===== src/xsr_pkg.sv =====
// Shared constants, types and the xorshift scramble for the ranged generator.
package xsr_pkg;

   localparam int WORD_W  = 64;
   localparam int HALF_W  = WORD_W / 2;
   localparam int COUNT_W = $clog2(WORD_W);

   localparam logic [WORD_W-1:0] MULTIPLIER  = 64'd2685821657736338717;
   localparam logic [WORD_W-1:0] ALL_ONES    = {WORD_W{1'b1}};
   localparam logic [WORD_W-1:0] STATE_RESET = 64'd1;

   localparam int SHIFT_A = 12;
   localparam int SHIFT_B = 25;
   localparam int SHIFT_C = 27;

   // request into the iterative divider
   typedef struct packed {
      logic              start;
      logic [WORD_W-1:0] dividend;
      logic [WORD_W-1:0] divisor;
   } div_req_type;

   // answer from the iterative divider; remainder holds while done is set
   typedef struct packed {
      logic              done;
      logic [WORD_W-1:0] remainder;
   } div_rsp_type;

   function automatic logic [WORD_W-1:0] scramble(input logic [WORD_W-1:0] value);
      logic [WORD_W-1:0] v;
      v = value;
      v = v ^ (v >> SHIFT_A);
      v = v ^ (v << SHIFT_B);
      v = v ^ (v >> SHIFT_C);
      return v;
   endfunction

endpackage


===== src/xorshift64_star_ranged_rng_top.sv =====
// Top level of the ranged xorshift64* generator: sequencer, shared multiplier, output register.
//
//   channel   direction  handshake            payload
//   req       in         req_valid/req_stall  req_upper_bound[63:0], req_seed_mode
//   rsp       out        rsp_valid/rsp_stall  rsp_random_value[63:0]
//
// At acceptance the start value is scrambled into the generator state; the product is then
// built in states MUL0 to MUL3 on one shared 32x32 multiplier, the bit-serial divider forms
// the remainder, and the output register loads it; only then is the next item taken.
// Reset is synchronous and sets the generator state to one.
// req_stall is high while an item is in work; a waiting result does not block the
// next item, and the divider holds its remainder until the output register frees.
module xorshift64_star_ranged_rng_top (
   input  logic        clock,
   input  logic        reset,
   input  logic        req_valid,
   output logic        req_stall,
   input  logic [63:0] req_upper_bound,
   input  logic        req_seed_mode,
   output logic        rsp_valid,
   input  logic        rsp_stall,
   output logic [63:0] rsp_random_value
);

   localparam int W = xsr_pkg::WORD_W;
   localparam int H = xsr_pkg::HALF_W;

   // sequencer codes
   localparam logic [2:0] ST_IDLE = 3'd0;
   localparam logic [2:0] ST_MUL0 = 3'd1;  // low x low
   localparam logic [2:0] ST_MUL1 = 3'd2;  // high x low, take first product
   localparam logic [2:0] ST_MUL2 = 3'd3;  // low x high, add cross term
   localparam logic [2:0] ST_MUL3 = 3'd4;  // add last cross term, start divider
   localparam logic [2:0] ST_DIV  = 3'd5;  // wait for remainder and output slot

   logic [2:0]   seq_ff, seq_in;
   logic [W-1:0] gen_state_ff, gen_state_in;
   logic [W-1:0] modulus_ff, modulus_in;
   logic [W-1:0] prod_ff, prod_in;
   logic [W-1:0] acc_ff, acc_in;
   logic         rsp_valid_ff, rsp_valid_in;
   logic [W-1:0] rsp_value_ff, rsp_value_in;

   logic         req_take;
   logic         rsp_take;
   logic         out_free;
   logic         rsp_load;
   logic [W-1:0] start_value;
   logic [W-1:0] bound_plus;
   logic [H-1:0] mul_a, mul_b;

   xsr_pkg::div_req_type div_req;
   xsr_pkg::div_rsp_type div_rsp;

   assign req_take = req_valid && !req_stall;
   assign rsp_take = rsp_valid_ff && !rsp_stall;
   assign out_free = !rsp_valid_ff || !rsp_stall;
   assign rsp_load = (seq_ff == ST_DIV) && div_rsp.done && out_free;

   // start from the bound when seeding, else from the stored state plus one
   assign start_value = req_seed_mode ? req_upper_bound : gen_state_ff + 1'b1;
   // bound plus one; an all-ones bound wraps to zero and uses 2^64-1 instead
   assign bound_plus  = req_upper_bound + 1'b1;

   // operand select for the single shared 32x32 multiplier
   always_comb begin
      case (seq_ff)
         ST_MUL0: begin
            mul_a = gen_state_ff[H-1:0];
            mul_b = xsr_pkg::MULTIPLIER[H-1:0];
         end
         ST_MUL1: begin
            mul_a = gen_state_ff[W-1:H];
            mul_b = xsr_pkg::MULTIPLIER[H-1:0];
         end
         default: begin
            mul_a = gen_state_ff[H-1:0];
            mul_b = xsr_pkg::MULTIPLIER[W-1:H];
         end
      endcase
   end

   assign prod_in = mul_a * mul_b;

   always_comb begin
      seq_in       = seq_ff;
      gen_state_in = gen_state_ff;
      modulus_in   = modulus_ff;
      acc_in       = acc_ff;
      div_req.start    = 1'b0;
      div_req.divisor  = modulus_ff;
      case (seq_ff)
         ST_IDLE: begin
            if (req_take) begin
               gen_state_in = xsr_pkg::scramble(start_value);
               modulus_in   = (bound_plus == '0) ? xsr_pkg::ALL_ONES : bound_plus;
               seq_in       = ST_MUL0;
            end
         end
         ST_MUL0: begin
            seq_in = ST_MUL1;
         end
         ST_MUL1: begin
            acc_in = prod_ff;
            seq_in = ST_MUL2;
         end
         ST_MUL2: begin
            // cross terms only reach the upper half modulo 2^64
            acc_in = {acc_ff[W-1:H] + prod_ff[H-1:0], acc_ff[H-1:0]};
            seq_in = ST_MUL3;
         end
         ST_MUL3: begin
            acc_in        = {acc_ff[W-1:H] + prod_ff[H-1:0], acc_ff[H-1:0]};
            div_req.start = 1'b1;
            seq_in        = ST_DIV;
         end
         ST_DIV: begin
            if (rsp_load) begin
               seq_in = ST_IDLE;
            end
         end
         default: begin
            seq_in = ST_IDLE;
         end
      endcase
      div_req.dividend = acc_in;
   end

   xsr_div u_div (
      .clock   (clock),
      .reset   (reset),
      .div_req (div_req),
      .div_rsp (div_rsp)
   );

   // output register: load a finished remainder, drop the flag once taken
   always_comb begin
      rsp_valid_in = rsp_valid_ff;
      rsp_value_in = rsp_value_ff;
      if (rsp_take) begin
         rsp_valid_in = 1'b0;
      end
      if (rsp_load) begin
         rsp_valid_in = 1'b1;
         rsp_value_in = div_rsp.remainder;
      end
   end

   always_ff @(posedge clock) begin
      if (reset) begin
         seq_ff       <= ST_IDLE;
         gen_state_ff <= xsr_pkg::STATE_RESET;
         rsp_valid_ff <= 1'b0;
      end else begin
         seq_ff       <= seq_in;
         gen_state_ff <= gen_state_in;
         rsp_valid_ff <= rsp_valid_in;
      end
      modulus_ff   <= modulus_in;
      prod_ff      <= prod_in;
      acc_ff       <= acc_in;
      rsp_value_ff <= rsp_value_in;
   end

   assign req_stall        = (seq_ff != ST_IDLE);
   assign rsp_valid        = rsp_valid_ff;
   assign rsp_random_value = rsp_value_ff;

endmodule


===== src/xsr_div.sv =====
// Radix-2 restoring divider that keeps only the remainder, one bit per cycle.
module xsr_div (
   input  logic                clock,
   input  logic                reset,
   input  xsr_pkg::div_req_type div_req,
   output xsr_pkg::div_rsp_type div_rsp
);

   logic [xsr_pkg::WORD_W-1:0]  rem_ff, rem_in;
   logic [xsr_pkg::WORD_W-1:0]  dvd_ff, dvd_in;
   logic [xsr_pkg::WORD_W-1:0]  dsr_ff, dsr_in;
   logic [xsr_pkg::COUNT_W-1:0] count_ff, count_in;
   logic                        busy_ff, busy_in;
   logic                        done_ff, done_in;

   logic [xsr_pkg::WORD_W:0]    trial;
   logic [xsr_pkg::WORD_W:0]    diff;

   // shift in the next dividend bit, subtract the divisor when it fits
   assign trial = {rem_ff, dvd_ff[xsr_pkg::WORD_W-1]};
   assign diff  = trial - {1'b0, dsr_ff};

   always_comb begin
      rem_in   = rem_ff;
      dvd_in   = dvd_ff;
      dsr_in   = dsr_ff;
      count_in = count_ff;
      busy_in  = busy_ff;
      done_in  = done_ff;
      if (div_req.start) begin
         rem_in   = '0;
         dvd_in   = div_req.dividend;
         dsr_in   = div_req.divisor;
         count_in = '0;
         busy_in  = 1'b1;
         done_in  = 1'b0;
      end else if (busy_ff) begin
         rem_in   = diff[xsr_pkg::WORD_W] ? trial[xsr_pkg::WORD_W-1:0]
                                          : diff[xsr_pkg::WORD_W-1:0];
         dvd_in   = {dvd_ff[xsr_pkg::WORD_W-2:0], 1'b0};
         count_in = count_ff + 1'b1;
         if (count_ff == {xsr_pkg::COUNT_W{1'b1}}) begin
            busy_in = 1'b0;
            done_in = 1'b1;
         end
      end
   end

   always_ff @(posedge clock) begin
      if (reset) begin
         busy_ff  <= 1'b0;
         done_ff  <= 1'b0;
         count_ff <= '0;
      end else begin
         busy_ff  <= busy_in;
         done_ff  <= done_in;
         count_ff <= count_in;
      end
      rem_ff <= rem_in;
      dvd_ff <= dvd_in;
      dsr_ff <= dsr_in;
   end

   assign div_rsp = {done_ff, rem_ff};

endmodule


===== config.mk =====
export PLATFORM = sky130hd
export DESIGN_NAME = xorshift64_star_ranged_rng_top
export DESIGN_NICKNAME = d
export VERILOG_FILES = /design/src/xsr_pkg.sv /design/src/xorshift64_star_ranged_rng_top.sv /design/src/xsr_div.sv
export SDC_FILE = /design/constraint.sdc
export NUM_CORES = 2
export LEC_CHECK = 0
export ABC_AREA = 1
export BUFFER_PORTS_ARGS = -buffer_cell sky130_fd_sc_hd__buf_2
export CAP_MARGIN = 20
export CORE_AREA = 5 5 332 334
export CTS_BUF_LIST = sky130_fd_sc_hd__clkbuf_8
export DETAILED_ROUTE_END_ITERATION = 12
export DIE_AREA = 0 0 337 339
export GPL_ROUTABILITY_DRIVEN = 1
export GPL_TIMING_DRIVEN = 1
export PLACE_DENSITY_LB_ADDON = 0.08
export SETUP_SLACK_MARGIN = 0.02
export SLEW_MARGIN = 20
export SYNTH_ARGS = -nofsm -noshare
export SYNTH_HDL_FRONTEND = slang
export SYNTH_HIERARCHICAL = 1
export SYNTH_SLANG_ARGS = --single-unit

===== constraint.sdc =====
create_clock -name clock -period 11.9 [get_ports clock]
set_input_delay 1.19 -clock clock [delete_from_list [all_inputs] [get_ports clock]]
set_output_delay 1.19 -clock clock [all_outputs]
set_load 0.05 [all_outputs]

# After elaboration in Yosys (flattened, before gate mapping)
# Index checks and enable logic that the tools add are counted.
# Widths: inputs -> output; s select.
dict set report op_classes {
  add_sub_neg 5
  multipliers 1
  n_eq_ne 8
  mux 16
  bitwise 3
  n_reduce_logical 19
}
# cell n
set op_table {}
lappend op_table {{$mux 64} 4}
lappend op_table {{$add 64x1->64 const B} 2}
lappend op_table {{$pmux 64 s2} 1}
lappend op_table {{$sub 65x64->65} 1}
lappend op_table {{$logic_not 64->1} 1}
lappend op_table {{$mul 32x32->64} 1}
lappend op_table {{$xor 64x37->64} 1}
lappend op_table {{$xor 64x52->64} 1}
lappend op_table {{$xor 64x64->64} 1}
lappend op_table {{$add 32x32->32} 1}
lappend op_table {{$mux 32} 1}
lappend op_table {{$mux 31} 1}
lappend op_table {{$pmux 3 s6} 1}
lappend op_table {{$add 6x1->6 const B} 1}
lappend op_table {{$eq 3x2->1 const B} 2}
lappend op_table {{$eq 3x3->1 const B} 2}
lappend op_table {{$eq 6x6->1 const B} 1}
lappend op_table {{$mux 1} 6}
lappend op_table {{$mux 3} 2}
lappend op_table {{$reduce_and 2->1} 3}
lappend op_table {{$reduce_or 2->1} 3}
lappend op_table {{$logic_and 1x1->1} 4}
lappend op_table {{$ne 2x2->1 const B} 2}
lappend op_table {{$reduce_bool 2->1} 2}
lappend op_table {{5 further kinds} 7}
dict set report totals {
  reg_bits 524
  inputBits 69
  output_inout_bits 66
  elab_cells 65
}

# Depth between registers and ports, before layout
dict set report logic_depth {
  ltp_word 5
  depth_mapped 41
  ltp_nobuf 40
}

# Cells and area by module
# Netlist, hierarchy kept.
# module n_inst cells_each area_each_um2 seq_area_each_um2
set by_module_without_submodules {}
lappend by_module_without_submodules {xorshift64_star_ranged_rng_top 1 5831 44006.0 7767.4}
lappend by_module_without_submodules {xsr_div 1 2296 14396.3 5285.1}

# Worst setup path before layout
# Ideal clock, no wire load.
dict set report synth_path {
  kind {register to register}
  from {register seq_ff[2]}
  to {register prod_ff[55]}
  setup_ps 59
  arrival_time_ps 7886
  required_time_ps 11841
  slack_ps 3955
  path_stages_with_launch 36
  path_buffers 2
  synth_period_minus_slack_ps 7945
  path_cell_list {dfxtp_1 -> nor2_1 -> nand2_2 -> inv_1 -> buf_4 -> clkbuf_1 -> nor2_1 -> inv_1 -> o21ai_0 -> inv_1 -> nor2_1 -> inv_1 -> fa_1 -> inv_1 -> fa_1 -> fa_1 -> inv_1 -> fa_1 -> inv_1 -> fa_1 -> fa_1 -> fa_1 -> inv_1 -> fa_1 -> inv_1 -> ha_1 -> nand2_1 -> nor2_1 -> inv_1 -> nor2_1 -> nand2_1 -> o21ai_0 -> a21oi_1 -> o21ai_0 -> nand2_1 -> nand2_1}
}
dict set report synth_via {
  elab_chain_cells 4
  word_cells_on_any_way 6
  cone_classes {mul: 1; eq/ne: 2; mux: 2; reduce/logical: 1}
}
# element line_no
set synth_lines {}
lappend synth_lines {{start: declaration} xorshift64_star_ranged_rng_top.sv:36} ;# logic [2:0] seq_ff, seq_in;
lappend synth_lines {{start signal: assignment} xorshift64_star_ranged_rng_top.sv:155} ;# seq_ff <= seq_in;
lappend synth_lines {{$eq 3x2->1 / $eq 3x1->1 (equally long branches)} xorshift64_star_ranged_rng_top.sv:67} ;# case (seq_ff)
lappend synth_lines {{$reduce_or 2->1 (no source line)} n/a}
lappend synth_lines {{$mux 31} xorshift64_star_ranged_rng_top.sv:67}
lappend synth_lines {{$mul 32x32->64 *} xorshift64_star_ranged_rng_top.sv:83} ;# assign prod_in = mul_a * mul_b;
lappend synth_lines {{net prod_in[55]} xorshift64_star_ranged_rng_top.sv:39} ;# logic [W-1:0] prod_ff, prod_in;
lappend synth_lines {{end signal: assignment} xorshift64_star_ranged_rng_top.sv:160} ;# prod_ff <= prod_in;
lappend synth_lines {{end: declaration} xorshift64_star_ranged_rng_top.sv:39}
# The timed path passes the listed nets; every way through them passes the cells marked *.
# A chain may end at the register's enable or synchronous reset.

# Worst setup path after layout
dict set report layout_path {
  from {register seq_ff[2]}
  to {register prod_ff[59]}
}
# Same word-level chain as after synthesis.

==> reports/results.ini <==
[run_status]
run_status = finished, final reports clean

[route]
dr.pass1.iters = 6
wire_per_inst_microns = 22.06
drcViolationCount = 0
vias_per_cell = 5.445
drt_wl_total_microns = 215900
postRouteAntennaNets = 0
first_iter_violations = 5310
vias = 53290

[placed_design]
place_congestion = 1.138
io_buffers = 134
hpwl_microns = 184200

[die]
die-width_microns = 337
design.core.area_sq_um = 106600
die_h_microns = 339
die_area_sq_um = 114200
fp-row-count = 120
pin_count = 135
start_util = 0.5479

[sta]
layout_min_cycle_time_ns = 10.11
post-route-period-util = 0.8493
worst_pin_slew_ns = 1.104
clock.fmax_mhz = 98.95
setup_violations = 0
fin_skew_ns = 0.06429
slew_headroom = 0.2639
grt_setup_unrepaired = no
hold_violations = 0
tns_ns = 0
slew_viol_final = 0

[logic_synthesis]
ys_types = 53
synthArstFlopShare = 0
ys_seq_area_frac = 0.2235
syn_inst = 8127
synth_flop_cell = dfxtp_1
ys_ff_latch = 524
synth.avg_cell_area_sq_um = 7.186
yosys_warnings = 6
syn-cell-area_sq_um = 58400
synth_edf_count = 256

[global_route]
gr-total-overflow = 0
grt_pass1_wl_microns = 319600
grt_pass1_vias = 52030
track_usage = 0.3728
antenna_found_initial = 8
grt_max_degree = 84

[clocking]
ctsLongestPathBuffers = 3
htree_levels = 3
cts_buffers = 91
root_buffer = clkbuf_8
cts_hold_buf = 0
post-cts-setup-buffers = 0
clkLatencyLatePin_ns = 0.79
cts.sinks = 524
path_clk_slew_ns = 0.06
cts_tree = built
cts_resized = 0

[worst_setup_path]
startpoint_type = register
arrival_ns = 10.72
crit_path_end_kind = register
crit_slowest_cell = clkinv_2
path_delay_family = adder cells
crit_top_cell = inv_1
cp_num_buf_inv = 11
cp_slowest_stage_delay_ns = 0.72
crit_fanout = 53
path_class = register to register
required_ns = 12.52

[cells_and_area]
register_area_sq_um = 13050
layout_commonest_cell = nand2_1
final_util = 0.5877
nFillCells = 10100
final_nets = 9438
final_cell_mix = nand2_1 (2442), inv_1 (1906), nor2_1 (604), fa_1 (560), ha_1 (503)
multiInputGateArea_sq_um = 37820
synthToLayoutAreaGrowth_pct = 7.273
drive_gt1_frac = 0.04950

[flow_run]
max_cap_violations = 0

[worst_hold_path]
hold_path_class = register to register

==> metrics by stage <==
stage	std cells	cell area [sq um]	hold slack, ns	setup slack (ns)
after floorplan	8165	58540	0.4003	3.955
final	9787	62650	0.3827	1.794
after global placement	9615	60710	0.4022	1.939
after detailed placement	9615	60710	0.4045	1.955
after CTS	9785	62630	0.3750	1.877
after global routing	9787	62650	0.3854	1.013
==> logic make-up after synthesis <==
logic type	count (synthesis)	share of synthesized area
simple gates	3724	0.2600
fa+ha+maj	1063	0.2997
xor+xnor	185	0.02774
flops	524	0.2235
other cells	2	0.0001286
buf+inv	2020	0.1319
compound gates	609	0.05703
==> Yosys cell counts, types with 14 or more instances <==
library cell	count	area [sq um]
edfxtp_1	256	7687
o21ai_1	14	70.07
o21ai_0	187	935.9
nor2_1	609	2286
nor2_2	21	131.4
nand3_1	433	2167
xor2_1	131	1147
dfxtp_1	268	5365
fa_1	560	11210
nor3_1	72	360.4
xnor2_1	54	473.0
inv_1	1881	7061
clkbuf_1	90	337.8
nand4_1	60	375.4
a31oi_1	18	112.6
a22oi_1	28	210.2
nand2_1	2442	9166
nand2_2	24	150.1
a21oi_1	294	1471
ha_1	503	6294
==> state kept, by name, summed over array words and instances, names as in the netlist, 3 cells and up <==
| signal | flops |
|---|---|
| acc_ff | 64 |
| gen_state_ff | 64 |
| modulus_ff | 64 |
| prod_ff | 64 |
| rsp_random_value | 64 |
| seq_ff | 3 |
| u_div/count_ff | 6 |
| u_div/dsr_ff | 64 |
| u_div/dvd_ff | 64 |
| u_div/rem_ff | 64 |
==> cell type report <==
cell class                      count  area share
Multi-Input combinational cell   5621      0.6037
Sequential cell                   524      0.2083
Inverter                         1894      0.1135
Tap cell                         1403     0.02802
Clock buffer                      101     0.02219
Timing Repair Buffer              174     0.01570
Clock inverter                     69    0.008468
Antenna cell                        1  0.00003994
==> final timing paths <==
| kind | startpoint | to | slack, ns | cells past startpoint |
|---|---|---|---|---|
| max | seq_ff[2] | prod_ff[59] | 1.79 | 32 |
| min | modulus_ff[34] | u_div/dsr_ff[34] | 0.38 | 0 |
| max reg2reg | seq_ff[2] | prod_ff[59] | 1.79 | 32 |
| min reg2reg | modulus_ff[34] | u_div/dsr_ff[34] | 0.38 | 0 |
==> worst reg2reg max path: cells and delay by family (launching register included) <==
family                     cells  cell delay, ns
and+or+nand+nor                4            0.99
AOI/OAI and AO/OA              7            1.52
xor gates and xnor gates       1            0.18
buffers and inverters         11            2.32
adders and majority gates      9            4.51
DFF                            1            0.38
==> metal layers <==
layer  GRT usage  share of wire
met2      0.5639           0.43
met3     0.07969          0.098
met4      0.1755          0.059
met1      0.5121           0.41
met5           0        0.00026
Power is left out: the tool's default activity adds up to more than one toggle a clock period on the data nets, which glitch-free logic cannot reach.
